[config.mk]
export PLATFORM = sky130hd
export DESIGN_NAME = htw_ctrl
export DESIGN_NICKNAME = d
export VERILOG_FILES = /design/src/hw/rtl/htw_pkg.sv /design/src/hw/rtl/htw_ctrl.sv
export SDC_FILE = /design/constraint.sdc
export NUM_CORES = 1
export LEC_CHECK = 0
export BUFFER_PORTS_ARGS = -buffer_cell sky130_fd_sc_hd__buf_2
export CORE_AREA = 3 3 43 45
export CTS_BUF_LIST = sky130_fd_sc_hd__clkbuf_2
export CTS_CLUSTER_SIZE = 10
export DETAILED_ROUTE_END_ITERATION = 7
export DIE_AREA = 0 0 46 48
export HOLD_SLACK_MARGIN = 0.02
export PLACE_DENSITY = 0.67
export SYNTH_ARGS = -nofsm -noshare
export SYNTH_HDL_FRONTEND = slang
export SYNTH_SLANG_ARGS = --single-unit
[constraint.sdc]
create_clock -name aclk -period 2.1 [get_ports aclk]
set_clock_uncertainty 0.05 [all_clocks]
set_input_delay 0.21 -clock aclk [delete_from_list [all_inputs] [get_ports aclk]]
set_output_delay 0.21 -clock aclk [all_outputs]
set_load 0.03 [all_outputs]
[src/hw/rtl/htw_pkg.sv]
package htw_pkg;

    localparam int SLOT_BITS   = 8;
    localparam int LEVELS      = 4;
    localparam int TIMER_COUNT = 64;
    localparam int TIME_W      = 32;

    localparam int SLOTS      = LEVELS << SLOT_BITS;
    localparam int SLOT_IDX_W = $clog2(SLOTS);
    localparam int LVL_W      = (LEVELS > 1) ? $clog2(LEVELS) : 1;
    localparam int ID_W       = $clog2(TIMER_COUNT + 1);
    localparam int TID_W      = $clog2(TIMER_COUNT);

    // Link value that marks an empty slot or the end of a list.
    localparam logic [ID_W-1:0] ID_NONE = ID_W'(TIMER_COUNT);

    typedef enum logic [1:0] {
        ACT_START = 2'd0,
        ACT_STOP  = 2'd1,
        ACT_TICK  = 2'd2
    } act_t;

    typedef enum logic [3:0] {
        OP_IDLE,
        OP_CLEAR,
        OP_ACCEPT,
        OP_UNLINK,
        OP_START,
        OP_WALK_SLOT,
        OP_TAKE,
        OP_CASC,
        OP_EMIT,
        OP_NEXT,
        OP_PSLOT,
        OP_APPEND,
        OP_LINK,
        OP_LVL_DEC
    } op_t;

    typedef enum logic [3:0] {
        ST_CLEAR,
        ST_IDLE,
        ST_ACC_WAIT,
        ST_UNLINK,
        ST_START,
        ST_P_SLOT,
        ST_P_RD,
        ST_P_APP,
        ST_P_LINK,
        ST_T_LVL,
        ST_W_RD,
        ST_W_TAKE,
        ST_W_WAIT,
        ST_W_ITEM,
        ST_W_NEXT,
        ST_T_NEXT
    } state_t;

    typedef struct packed {
        op_t op;
    } cmd_t;

    typedef struct packed {
        logic [1:0] in_act;
        logic       in_id_ok;
        logic       clr_last;
        logic       is_start;
        logic       is_tick;
        logic       lvl_zero;
        logic       low_zero;
        logic       head_none;
        logic       nxt_none;
        logic       per;
        logic       out_free;
    } sts_t;

    // Digit of a time value at a given level; zero once the level lies above bit 31.
    function automatic logic [SLOT_BITS-1:0] digit_of(logic [TIME_W-1:0] t, int unsigned l);
        logic [63:0] w;
        w = {32'b0, t} >> (l * SLOT_BITS);
        return w[SLOT_BITS-1:0];
    endfunction

    // Slot a timer belongs in: the lowest level whose range covers the delay.
    function automatic logic [SLOT_IDX_W-1:0] slot_of(logic [TIME_W-1:0] expv,
                                                      logic [TIME_W-1:0] ct);
        logic [TIME_W-1:0]    delta;
        logic [LVL_W-1:0]     lvl;
        logic                 stop;
        logic [SLOT_BITS-1:0] dig;
        logic [63:0]          dw;
        delta = expv - ct;
        lvl   = '0;
        stop  = 1'b0;
        for (int l = 1; l < LEVELS; l++) begin
            dw = {32'b0, delta} >> (l * SLOT_BITS);
            if (!stop) begin
                if (dw == 64'd0) stop = 1'b1;
                else lvl = LVL_W'(l);
            end
        end
        dig = digit_of(expv, 0);
        for (int l = 1; l < LEVELS; l++) begin
            if (lvl == LVL_W'(l)) dig = digit_of(expv, l);
        end
        return SLOT_IDX_W'({lvl, dig});
    endfunction

    // True when all digits below the given level are zero.
    function automatic logic low_zero_of(logic [TIME_W-1:0] t, logic [LVL_W-1:0] lvl);
        logic        res;
        logic [63:0] m;
        res = 1'b0;
        for (int l = 0; l < LEVELS; l++) begin
            if (lvl == LVL_W'(l)) begin
                m   = (64'd1 << (l * SLOT_BITS)) - 64'd1;
                res = (({32'b0, t} & m) == 64'd0);
            end
        end
        return res;
    endfunction

endpackage

[src/hw/rtl/htw_ctrl.sv]
module htw_ctrl (
    input  logic            aclk,
    input  logic            aresetn,
    input  logic            s_tvalid,
    input  htw_pkg::sts_t   sts,
    output htw_pkg::cmd_t   cmd,
    output logic            s_tready
);

    htw_pkg::state_t state_reg, state_next;
    htw_pkg::state_t ret_st, done_st;

    always_ff @(posedge aclk) begin
        if (!aresetn) state_reg <= htw_pkg::ST_CLEAR;
        else state_reg <= state_next;
    end

    always_comb begin
        ret_st     = sts.is_tick ? htw_pkg::ST_W_NEXT : htw_pkg::ST_IDLE;
        done_st    = sts.lvl_zero ? htw_pkg::ST_IDLE : htw_pkg::ST_T_NEXT;
        state_next = state_reg;
        cmd.op     = htw_pkg::OP_IDLE;
        s_tready   = 1'b0;
        case (state_reg)
            htw_pkg::ST_CLEAR: begin
                cmd.op = htw_pkg::OP_CLEAR;
                if (sts.clr_last) state_next = htw_pkg::ST_IDLE;
            end
            htw_pkg::ST_IDLE: begin
                s_tready = 1'b1;
                if (s_tvalid) begin
                    cmd.op = htw_pkg::OP_ACCEPT;
                    case (sts.in_act)
                        htw_pkg::ACT_START, htw_pkg::ACT_STOP: begin
                            if (sts.in_id_ok) state_next = htw_pkg::ST_ACC_WAIT;
                        end
                        htw_pkg::ACT_TICK: state_next = htw_pkg::ST_T_LVL;
                        default: state_next = htw_pkg::ST_IDLE;
                    endcase
                end
            end
            htw_pkg::ST_ACC_WAIT: state_next = htw_pkg::ST_UNLINK;
            htw_pkg::ST_UNLINK: begin
                cmd.op     = htw_pkg::OP_UNLINK;
                state_next = sts.is_start ? htw_pkg::ST_START : htw_pkg::ST_IDLE;
            end
            htw_pkg::ST_START: begin
                cmd.op     = htw_pkg::OP_START;
                state_next = htw_pkg::ST_P_SLOT;
            end
            htw_pkg::ST_P_SLOT: begin
                cmd.op     = htw_pkg::OP_PSLOT;
                state_next = htw_pkg::ST_P_RD;
            end
            htw_pkg::ST_P_RD: state_next = htw_pkg::ST_P_APP;
            htw_pkg::ST_P_APP: begin
                cmd.op     = htw_pkg::OP_APPEND;
                state_next = sts.head_none ? ret_st : htw_pkg::ST_P_LINK;
            end
            htw_pkg::ST_P_LINK: begin
                cmd.op     = htw_pkg::OP_LINK;
                state_next = ret_st;
            end
            htw_pkg::ST_T_LVL: begin
                if (sts.lvl_zero || sts.low_zero) begin
                    cmd.op     = htw_pkg::OP_WALK_SLOT;
                    state_next = htw_pkg::ST_W_RD;
                end else begin
                    cmd.op = htw_pkg::OP_LVL_DEC;
                end
            end
            htw_pkg::ST_W_RD: state_next = htw_pkg::ST_W_TAKE;
            htw_pkg::ST_W_TAKE: begin
                cmd.op     = htw_pkg::OP_TAKE;
                state_next = sts.head_none ? done_st : htw_pkg::ST_W_WAIT;
            end
            htw_pkg::ST_W_WAIT: state_next = htw_pkg::ST_W_ITEM;
            htw_pkg::ST_W_ITEM: begin
                if (sts.lvl_zero) begin
                    if (sts.out_free) begin
                        cmd.op     = htw_pkg::OP_EMIT;
                        state_next = sts.per ? htw_pkg::ST_P_SLOT : htw_pkg::ST_W_NEXT;
                    end
                end else begin
                    cmd.op     = htw_pkg::OP_CASC;
                    state_next = htw_pkg::ST_P_SLOT;
                end
            end
            htw_pkg::ST_W_NEXT: begin
                cmd.op     = htw_pkg::OP_NEXT;
                state_next = sts.nxt_none ? done_st : htw_pkg::ST_W_WAIT;
            end
            htw_pkg::ST_T_NEXT: begin
                cmd.op     = htw_pkg::OP_LVL_DEC;
                state_next = htw_pkg::ST_T_LVL;
            end
            default: state_next = htw_pkg::ST_IDLE;
        endcase
    end

endmodule

==> insert_results.sql, run 1 <==
INSERT INTO impl_metrics (metric_group, metric, value, unit) VALUES
('final_layout', 'layout.core_utilization', '0.494', ''),
('final_layout', 'antenna_cells_inserted', '0', ''),
('pwr', 'power_density', '363', 'mW/mm^2'),
('route', 'drtIter0Drc', '52', ''),
('grt', 'grt_start_max_net_pins', '26', ''),
('placement', 'post_place_worst_slack', '0.301', 'ns'),
('die', 'ios', '20', ''),
('grt', 'global_route.overflow_total', '0', ''),
('yosys', 'fraction_of_synthesis_flops_using_an_asynchronous_set_or_reset_pin', '0', ''),
('clocking', 'cts_root_buf', 'clkbuf_2', ''),
('setup_path', 'timing.critical_path.slowest_stage_cell', 'dfxtp_2', ''),
('hold_path', 'worstHoldPathType', 'primary input to flip-flop', ''),
('placement', 'detail_placement_hpwl', '1400', 'um'),
('final_layout', 'multi_input_logic_area', '498', 'um^2'),
('grt', 'antenna_found_initial', '0', ''),
('die', 'fp.dieArea', '0.00221', 'mm^2'),
('grt', 'grt_busiest_layer', 'met2', ''),
('setup_path', 'crit_path_max_fanout', '14', ''),
('clocking', 'post_cts_setup_repair_buffer_count', '0', ''),
('grt', 'number_of_global_route_vias_before_repair', '692', ''),
('setup_path', 'worst_setup_path_start_kind', 'flip-flop', ''),
('clocking', 'clock_insertion_delay_worst_skew', '0.23', 'ns'),
('grt', 'global_route.usage.met3', '0.0263', ''),
('sta', 'setup_total_negative_slack', '0', 'ns'),
('setup_path', 'critPathCaptureType', 'primary output', ''),
('placement', 'numPortBuffers', '19', ''),
('grt', 'met2_usage', '0.310', ''),
('sta', 'final_min_period_over_clock_period', '0.874', ''),
('clocking', 'cts_tree', 'built', ''),
('sta', 'hold_ws', '0.198', 'ns'),
('placement', 'postPlaceCellArea', '727', 'um^2'),
('yosys', 'mappedNetlistNets', '111', ''),
('sta', 'fmaxAchievable', '545', 'MHz'),
('sta', 'finalCriticalPeriod', '1.83', 'ns'),
('clocking', 'h_tree_level_count', '1', ''),
('die', 'die_height', '48', 'um'),
('yosys', 'synthCells', '96', ''),
('final_layout', 'ff_latch_area', '82.6', 'um^2'),
('clocking', 'cts-buffers-inserted', '3', ''),
('final_layout', 'largest_register_ff_count', '4', ''),
('grt', 'grt_util_met1', '0.225', ''),
('sta', 'slew_viol_final', '0', ''),
('die', 'initial_core_util', '0.437', ''),
('yosys', 'yosys_warnings', '0', ''),
('yosys', 'synth-edff-count', '0', ''),
('route', 'avgRoutedWirePerCell', '15.3', 'um'),
('yosys', 'ys_ff_latch', '4', ''),
('setup_path', 'cpLargestDelayFamily', 'flip-flops', ''),
('grt', 'grtUsageTotal', '0.182', ''),
('sta', 'tightest_slew', '0.451', 'ns'),
('outcome', 'run_status', 'complete, no violations', ''),
('yosys', 'postSynth.topFlopCell', 'dfxtp_1', ''),
('sta', 'unrepaired_setup_endpoints_after_global_routing', 'false', ''),
('final_layout', 'layout.nets', '129', ''),
('setup_path', 'worst-endpoint-arrival', '1.57', 'ns'),
('route', 'drt_first_pass_iters', '4', ''),
('clocking', 'worst_setup_hold_path_clk_slew', '0.05', 'ns'),
('yosys', 'ys_seq_area_frac', '0.122', ''),
('die', 'rows', '14', ''),
('sta', 'timing_hold_violations_final', '0', ''),
('route', 'total_drc_errors_in_the_routed_layout', '0', ''),
('sta', 'post-route-worst-setup-slack', '0.265', 'ns'),
('yosys', 'yosysTopAreaCell', 'dfxtp_1', ''),
('die', 'die-width', '46', 'um'),
('route', 'drt-vias-per-instance', '6.34', ''),
('setup_path', 'cp_num_buf_inv', '2', ''),
('yosys', 'synth_top_cell_area_share', '0.122', ''),
('setup_path', 'critPathMaxStageDelay', '0.45', 'ns'),
('final_layout', 'post_route_cells_drive_above_1_share', '0.295', ''),
('final_layout', 'area_growth', '13.1', '%'),
('route', 'antenna_left', '0', '');
[layer usage]
metal,wire [um],up-vias
met5,0,-
met4,24,0
met3,148,5
met2,954,36
met1,829,377
li1,-,394
[what timing repair did]
item	CTS	global route
endpoints found under the setup margin	0	2
gates resized for setup	0	2
hold buffers	0	0
[cells in the mapped netlist, drive strengths merged, types with 2 or more instances]
library cell  number
nand2             11
nor2               6
o221ai             2
inv                3
and2b              2
o211ai             2
nor2b              4
nand2b             2
o22ai              2
a31oi              4
clkbuf             6
o31a               2
nand3              6
o21ai              4
a21oi             12
buf                3
dfxtp              4
o21a               2
[cell families after synthesis]
logic type | count (synthesis) | synth area share
mux | 1 | 0.0152
simple gates | 41 | 0.357
compound gates | 38 | 0.384
buf+inv | 12 | 0.122
flops | 4 | 0.122
[through the flow]
step / instances / total power [mW]
after CTS: 128 / 0.264
after detailed placement: 125 / 0.190
after global routing: 128 / 0.283
after global placement: 125 / 0.191
final: 128 / 0.270
after floorplan: 96 / 0.160
[power breakdown]
part | total (mW) | internal [mW] | switching (mW)
clock network | 0.0791 | 0.0385 | 0.0406
registers | 0.0815 | 0.0787 | 0.00283
logic | 0.110 | 0.0427 | 0.0669
[layout make-up]
| cell class | count | area share |
|---|---|---|
| multi-input cells | 80 | 0.669 |
| clock buffers | 3 | 0.0202 |
| repair buffers | 22 | 0.158 |
| well taps | 16 | 0.0269 |
| inverters | 3 | 0.0151 |
| flip-flops and latches | 4 | 0.111 |
[worst paths after layout]
kind / startpoint / to / slack (ns) / cells past startpoint
worst min-delay path: aresetn / state_reg[2] / 0.20 / 2
worst min register to register: state_reg[2] / state_reg[0] / 0.70 / 3
worst max register to register: state_reg[2] / state_reg[3] / 0.36 / 5
worst max-delay path: state_reg[2] / cmd[2] / 0.27 / 5
[placed cells by master (no fill, tap or decap), types with 2 or more instances in the layout]
cell type	n
buf_2	19
a31oi_1	4
nand3_1	6
nand2b_1	2
o21ai_0	4
clkbuf_2	3
inv_1	3
nor2_1	6
o21a_1	2
nor2b_1	4
o31a_1	2
o211ai_1	2
o22ai_1	2
o221ai_1	2
dfxtp_1	2
a21oi_1	11
and2b_2	2
dfxtp_2	2
nand2_1	11
buf_4	3
No activity file was read; power rests on OpenSTA's default activity.
==> run 2: changes to the inputs <==
--- a/constraint.sdc
+++ b/constraint.sdc
@@ -4,2 +4,2 @@
 set_output_delay 0.21 -clock aclk [all_outputs]
-set_load 0.03 [all_outputs]
+set_load 0.1 [all_outputs]
==> run 2 against run 1 <==
  * Clock power is 8.5% lower
  * Maximum frequency is 5.6% lower
  * Register-to-register slack is essentially flat
  * Sequential share of layout area shrank 1.5 points
  * Critical path depth did not move
  * Utilization is 6.0 points higher
  * Worst setup slack got worse by 0.11 ns
  * Sequential cell count unchanged
==> insert_results.sql, run 2 (synthesized netlist as in run 1, its figures left out) <==
INSERT INTO impl_metrics (metric_group, metric, value, unit) VALUES
('die', 'initial_core_util', '0.437', ''),
('setup_path', 'timing.critical_path.slowest_stage_cell', 'dfxtp_1', ''),
('die', 'fp.dieArea', '0.00221', 'mm^2'),
('final_layout', 'layout.filler_cells', '157', ''),
('setup_path', 'crit_required', '1.84', 'ns'),
('grt', 'grt_start_max_net_pins', '18', ''),
('clocking', 'post_cts_resized', '0', ''),
('clocking', 'worst_setup_hold_path_clk_slew', '0.05', 'ns'),
('grt', 'grt_pass1_wl', '3130', 'um'),
('setup_path', 'path_cells', 'buf_4 -> nor2b_1 -> mux2i_1 -> o22ai_2 -> buf_12', ''),
('route', 'antenna_left', '0', ''),
('route', 'drt_first_pass_iters', '4', ''),
('job', 'cap_viol_max_count', '0', ''),
('final_layout', 'mostFrequentLayoutCell', 'buf_2', ''),
('setup_path', 'critPathMaxStageDelay', '0.52', 'ns'),
('grt', 'number_of_global_route_vias_before_repair', '707', ''),
('clocking', 'post_cts_setup_repair_buffer_count', '0', ''),
('clocking', 'cts_tree', 'built', ''),
('sta', 'finalSetupViolCount', '0', ''),
('outcome', 'run_status', 'complete, no violations', ''),
('final_layout', 'layout.nets', '130', ''),
('sta', 'final_min_period_over_clock_period', '0.925', ''),
('route', 'wl', '1920', 'um'),
('final_layout', 'layout.cells.most_common_list', 'buf_2 (15), nand2_1 (11), a21oi_1 (11)', ''),
('setup_path', 'critPathCaptureType', 'primary output', ''),
('pwr', 'power.total', '0.319', 'mW'),
('placement', 'post-place-cells', '126', ''),
('clocking', 'cts_root_buf', 'clkbuf_2', ''),
('clocking', 'clock_insertion_delay_worst_skew', '0.21', 'ns'),
('sta', 'slew_viol_final', '0', ''),
('grt', 'global_route.overflow_total', '0', ''),
('placement', 'detail_placement_hpwl', '1500', 'um'),
('pwr', 'leakage_power', '0.325', 'nW'),
('clocking', 'tritoncts_num_sinks', '4', ''),
('sta', 'tightest_slew', '0.608', 'ns'),
('sta', 'worst_slew_margin_rel', '0.590', ''),
('grt', 'grtUsageTotal', '0.188', ''),
('sta', 'finalCriticalPeriod', '1.94', 'ns'),
('placement', 'gp_congestion', '0.883', ''),
('setup_path', 'reg2reg_slack', '0.35', 'ns'),
('final_layout', 'antenna_cells_inserted', '0', ''),
('die', 'ios', '20', ''),
('hold_path', 'worstHoldPathType', 'primary input to flip-flop', ''),
('placement', 'post_place_worst_slack', '0.380', 'ns'),
('setup_path', 'crit_path_max_fanout', '12', ''),
('route', 'via_count', '829', ''),
('die', 'coreArea', '0.00151', 'mm^2'),
('final_layout', 'largest_register_ff_count', '4', ''),
('setup_path', 'worst_setup_path_start_kind', 'flip-flop', ''),
('setup_path', 'path_class', 'flip-flop to primary output', ''),
('die', 'rows', '14', ''),
('pwr', 'power_density', '382', 'mW/mm^2'),
('setup_path', 'cp_num_buf_inv', '2', ''),
('route', 'total_drc_errors_in_the_routed_layout', '0', ''),
('sta', 'fmaxAchievable', '515', 'MHz'),
('pwr', 'max-vdd-ir-drop', '0.200', 'mV'),
('final_layout', 'fin_cells', '129', ''),
('clocking', 'h_tree_level_count', '1', ''),
('sta', 'post-route-worst-setup-slack', '0.157', 'ns'),
('setup_path', 'cpLargestDelayFamily', 'flip-flops', ''),
('route', 'avgRoutedWirePerCell', '14.9', 'um'),
('sta', 'timing_hold_violations_final', '0', ''),
('clocking', 'cts-buffers-inserted', '3', ''),
('placement', 'numPortBuffers', '19', ''),
('die', 'die-width', '46', 'um'),
('setup_path', 'worst-endpoint-arrival', '1.68', 'ns'),
('grt', 'antenna_found_initial', '0', ''),
('final_layout', 'post_route_cells_drive_above_1_share', '0.310', ''),
('final_layout', 'area_growth', '26.8', '%'),
('clocking', 'maximum_root_to_sink_buffer_count', '2', ''),
('clocking', 'ctsHoldBuffers', '0', ''),
('die', 'die_height', '48', 'um'),
('route', 'drt-vias-per-instance', '6.43', ''),
('route', 'drtIter0Drc', '25', ''),
('sta', 'unrepaired_setup_endpoints_after_global_routing', 'false', '');
==> run 2: metal layers <==
metal,wire (um),share of wire,track usage,vias to the layer above
met2,842,0.44,0.291,40
met1,915,0.48,0.272,379
met3,138,0.072,0.0150,5
met5,0,0,0,-
li1,-,-,-,405
met4,25,0.013,0.0625,0
==> run 2: worst paths after layout <==
check | from | to | cells after the start
worst min register to register | state_reg[0] | state_reg[0] | 3
worst min-delay path | aresetn | state_reg[2] | 2
worst max register to register | state_reg[2] | state_reg[3] | 6
worst max-delay path | state_reg[2] | cmd[2] | 5
==> run 2: stage by stage <==
step                      hold slack, ns  setup TNS, ns  instance area, um^2  utilization
after detailed placement           0.413              0                  820        0.544
after global routing               0.218              0                  835        0.554
after floorplan                    0.278        -0.0224                  683            -
final                              0.205              0                  835        0.554
after CTS                          0.207              0                  835        0.554
after global placement             0.411              0                  820        0.544
==> run 2: where the power goes <==
| part | switching [mW] | internal, mW |
|---|---|---|
| Clock | 0.0340 | 0.0384 |
| Sequential | 0.00395 | 0.0788 |
| Combinational | 0.106 | 0.0581 |
| Total | 0.144 | 0.175 |
==> run 2: layout make-up <==
class	count	area (um^2)	share of cell area
Timing Repair Buffer	23	185	0.222
Multi-Input combinational cell	80	523	0.627
Clock buffer	3	15.0	0.0180
Sequential cell	4	80.1	0.0960
Inverter	3	11.3	0.0135
Tap cell	16	20.0	0.0240
==> run 3: changes to the inputs <==
- CAP_MARGIN: not set -> 20
- CORE_AREA: 3 3 43 45 -> 3 3 48 50
- DIE_AREA: 0 0 46 48 -> 0 0 51 53
- PLACE_DENSITY: 0.67 -> 0.55
==> run 3 against run 2 <==
  * Sequential cell count unchanged
  * Clock power decreased by 1%
  * Maximum frequency decreased by 2.5%
  * Sequential power increased by 2.8%
  * First-iteration DRC count increased by 68%
  * Critical path type unchanged
  * Critical endpoint is now cmd[1]
==> insert_results.sql, run 3 (synthesized netlist as in run 1, its figures left out) <==
INSERT INTO impl_metrics (metric_group, metric, value, unit) VALUES
('outcome', 'run_status', 'complete, no violations', ''),
('setup_path', 'critPathMaxStageDelay', '0.57', 'ns'),
('clocking', 'worst_setup_hold_path_clk_slew', '0.05', 'ns'),
('die', 'ios', '20', ''),
('grt', 'antenna_found_initial', '0', ''),
('sta', 'post-route-worst-setup-slack', '0.106', 'ns'),
('grt', 'grt_start_max_net_pins', '19', ''),
('sta', 'hold_ws', '0.207', 'ns'),
('placement', 'post-place-cells', '137', ''),
('pwr', 'power_density', '374', 'mW/mm^2'),
('die', 'rows', '16', ''),
('grt', 'grt_pass1_wl', '3110', 'um'),
('final_layout', 'area_growth', '28.9', '%'),
('grt', 'number_of_global_route_vias_before_repair', '740', ''),
('setup_path', 'worst_setup_path_start_kind', 'flip-flop', ''),
('pwr', 'power.total', '0.317', 'mW'),
('clocking', 'clock_insertion_delay_worst_skew', '0.21', 'ns'),
('final_layout', 'post_route_cells_drive_above_1_share', '0.310', ''),
('grt', 'grtUsageTotal', '0.151', ''),
('die', 'die_height', '53', 'um'),
('route', 'wl', '1980', 'um'),
('clocking', 'post_cts_resized', '0', ''),
('sta', 'fmaxAchievable', '501', 'MHz'),
('sta', 'final_min_period_over_clock_period', '0.950', ''),
('grt', 'global_route.overflow_total', '0', ''),
('setup_path', 'timing.critical_path.slowest_stage_cell', 'dfxtp_1', ''),
('die', 'initial_core_util', '0.339', ''),
('setup_path', 'path_class', 'flip-flop to primary output', ''),
('sta', 'worst_slew_margin_rel', '0.612', ''),
('setup_path', 'path_cells', 'inv_1 -> o32ai_1 -> o21a_1 -> buf_12', ''),
('clocking', 'h_tree_level_count', '1', ''),
('pwr', 'leakage_power', '0.325', 'nW'),
('grt', 'grt_busiest_layer', 'met2', ''),
('final_layout', 'antenna_cells_inserted', '0', ''),
('grt', 'met2_usage', '0.262', ''),
('route', 'avgRoutedWirePerCell', '14.1', 'um'),
('grt', 'global_route.usage.met3', '0.0366', ''),
('die', 'fp.dieArea', '0.00270', 'mm^2'),
('clocking', 'cts_tree', 'built', ''),
('sta', 'unrepaired_setup_endpoints_after_global_routing', 'false', ''),
('sta', 'finalSetupViolCount', '0', ''),
('die', 'coreArea', '0.00194', 'mm^2'),
('route', 'via_count', '802', ''),
('placement', 'numPortBuffers', '19', ''),
('sta', 'tightest_slew', '0.575', 'ns'),
('route', 'total_drc_errors_in_the_routed_layout', '0', ''),
('clocking', 'cts_root_buf', 'clkbuf_2', ''),
('setup_path', 'critPathCaptureType', 'primary output', ''),
('setup_path', 'worst-endpoint-arrival', '1.73', 'ns'),
('setup_path', 'cp_num_buf_inv', '2', ''),
('grt', 'grt_util_met1', '0.178', ''),
('route', 'drtIter0Drc', '42', ''),
('final_layout', 'largest_register_ff_count', '4', ''),
('clocking', 'ctsHoldBuffers', '0', ''),
('placement', 'post_place_worst_slack', '0.320', 'ns'),
('placement', 'gp_congestion', '0.907', ''),
('final_layout', 'layout.core_utilization', '0.437', ''),
('clocking', 'cts-buffers-inserted', '3', ''),
('route', 'antenna_left', '0', ''),
('setup_path', 'cpLargestDelayFamily', 'flip-flops', ''),
('hold_path', 'worstHoldPathType', 'primary input to flip-flop', ''),
('route', 'drt-vias-per-instance', '5.73', ''),
('pwr', 'max-vdd-ir-drop', '0.360', 'mV'),
('placement', 'detail_placement_hpwl', '1470', 'um'),
('clocking', 'tritoncts_num_sinks', '4', ''),
('final_layout', 'layout.cells.most_common_list', 'buf_2 (15), nand2_1 (11), a21oi_1 (11)', ''),
('route', 'drt_first_pass_iters', '4', ''),
('clocking', 'post_cts_setup_repair_buffer_count', '0', ''),
('final_layout', 'fin_cells', '140', ''),
('clocking', 'maximum_root_to_sink_buffer_count', '2', ''),
('final_layout', 'layout.nets', '130', ''),
('setup_path', 'crit_path_max_fanout', '12', ''),
('die', 'die-width', '51', 'um'),
('job', 'cap_viol_max_count', '0', ''),
('sta', 'timing_hold_violations_final', '0', ''),
('sta', 'slew_viol_final', '0', ''),
('setup_path', 'crit_required', '1.84', 'ns'),
('sta', 'finalCriticalPeriod', '1.99', 'ns'),
('final_layout', 'mostFrequentLayoutCell', 'buf_2', '');
-- run 3: power breakdown --
part	internal, mW	total [mW]	switching, mW
logic	0.0580	0.161	0.103
clock network	0.0385	0.0714	0.0330
registers	0.0788	0.0851	0.00633
total	0.175	0.317	0.142
-- run 3: layer usage --
layer	routed length, um	share of wire
met4	29	0.015
met3	198	0.10
met5	0	0
met1	825	0.42
met2	922	0.47
-- run 3: cell type report --
type	count	area (um^2)
clock buffers	3	15.0
inverters	3	11.3
well taps	27	33.8
flip-flops and latches	4	80.1
multi-input cells	80	523
repair buffers	23	185
fillers	208	1090
-- run 3: worst reg2reg max path, stage by stage, from the launching register on --
cell and delay, ns:
dfxtp_1 0.43, or4b_4 0.59, a21oi_2 0.19, a31oi_1 0.08, and3_4 0.20, a22o_1 0.18
-- run 3: worst paths after layout --
path                                     end  slack (ns)         start  cells past startpoint
worst max-delay path                  cmd[1]        0.11  state_reg[2]                      4
worst min-delay path            state_reg[2]        0.21       aresetn                      2
worst max register to register  state_reg[3]        0.26  state_reg[2]                      5
worst min register to register  state_reg[0]        0.74  state_reg[0]                      3
-- run 3: through the flow --
step                      instance area [um^2]  setup TNS (ns)
after floorplan                            683         -0.0224
after global placement                     833               0
after detailed placement                   833               0
after CTS                                  848               0
after global routing                       848               0
final                                      848               0
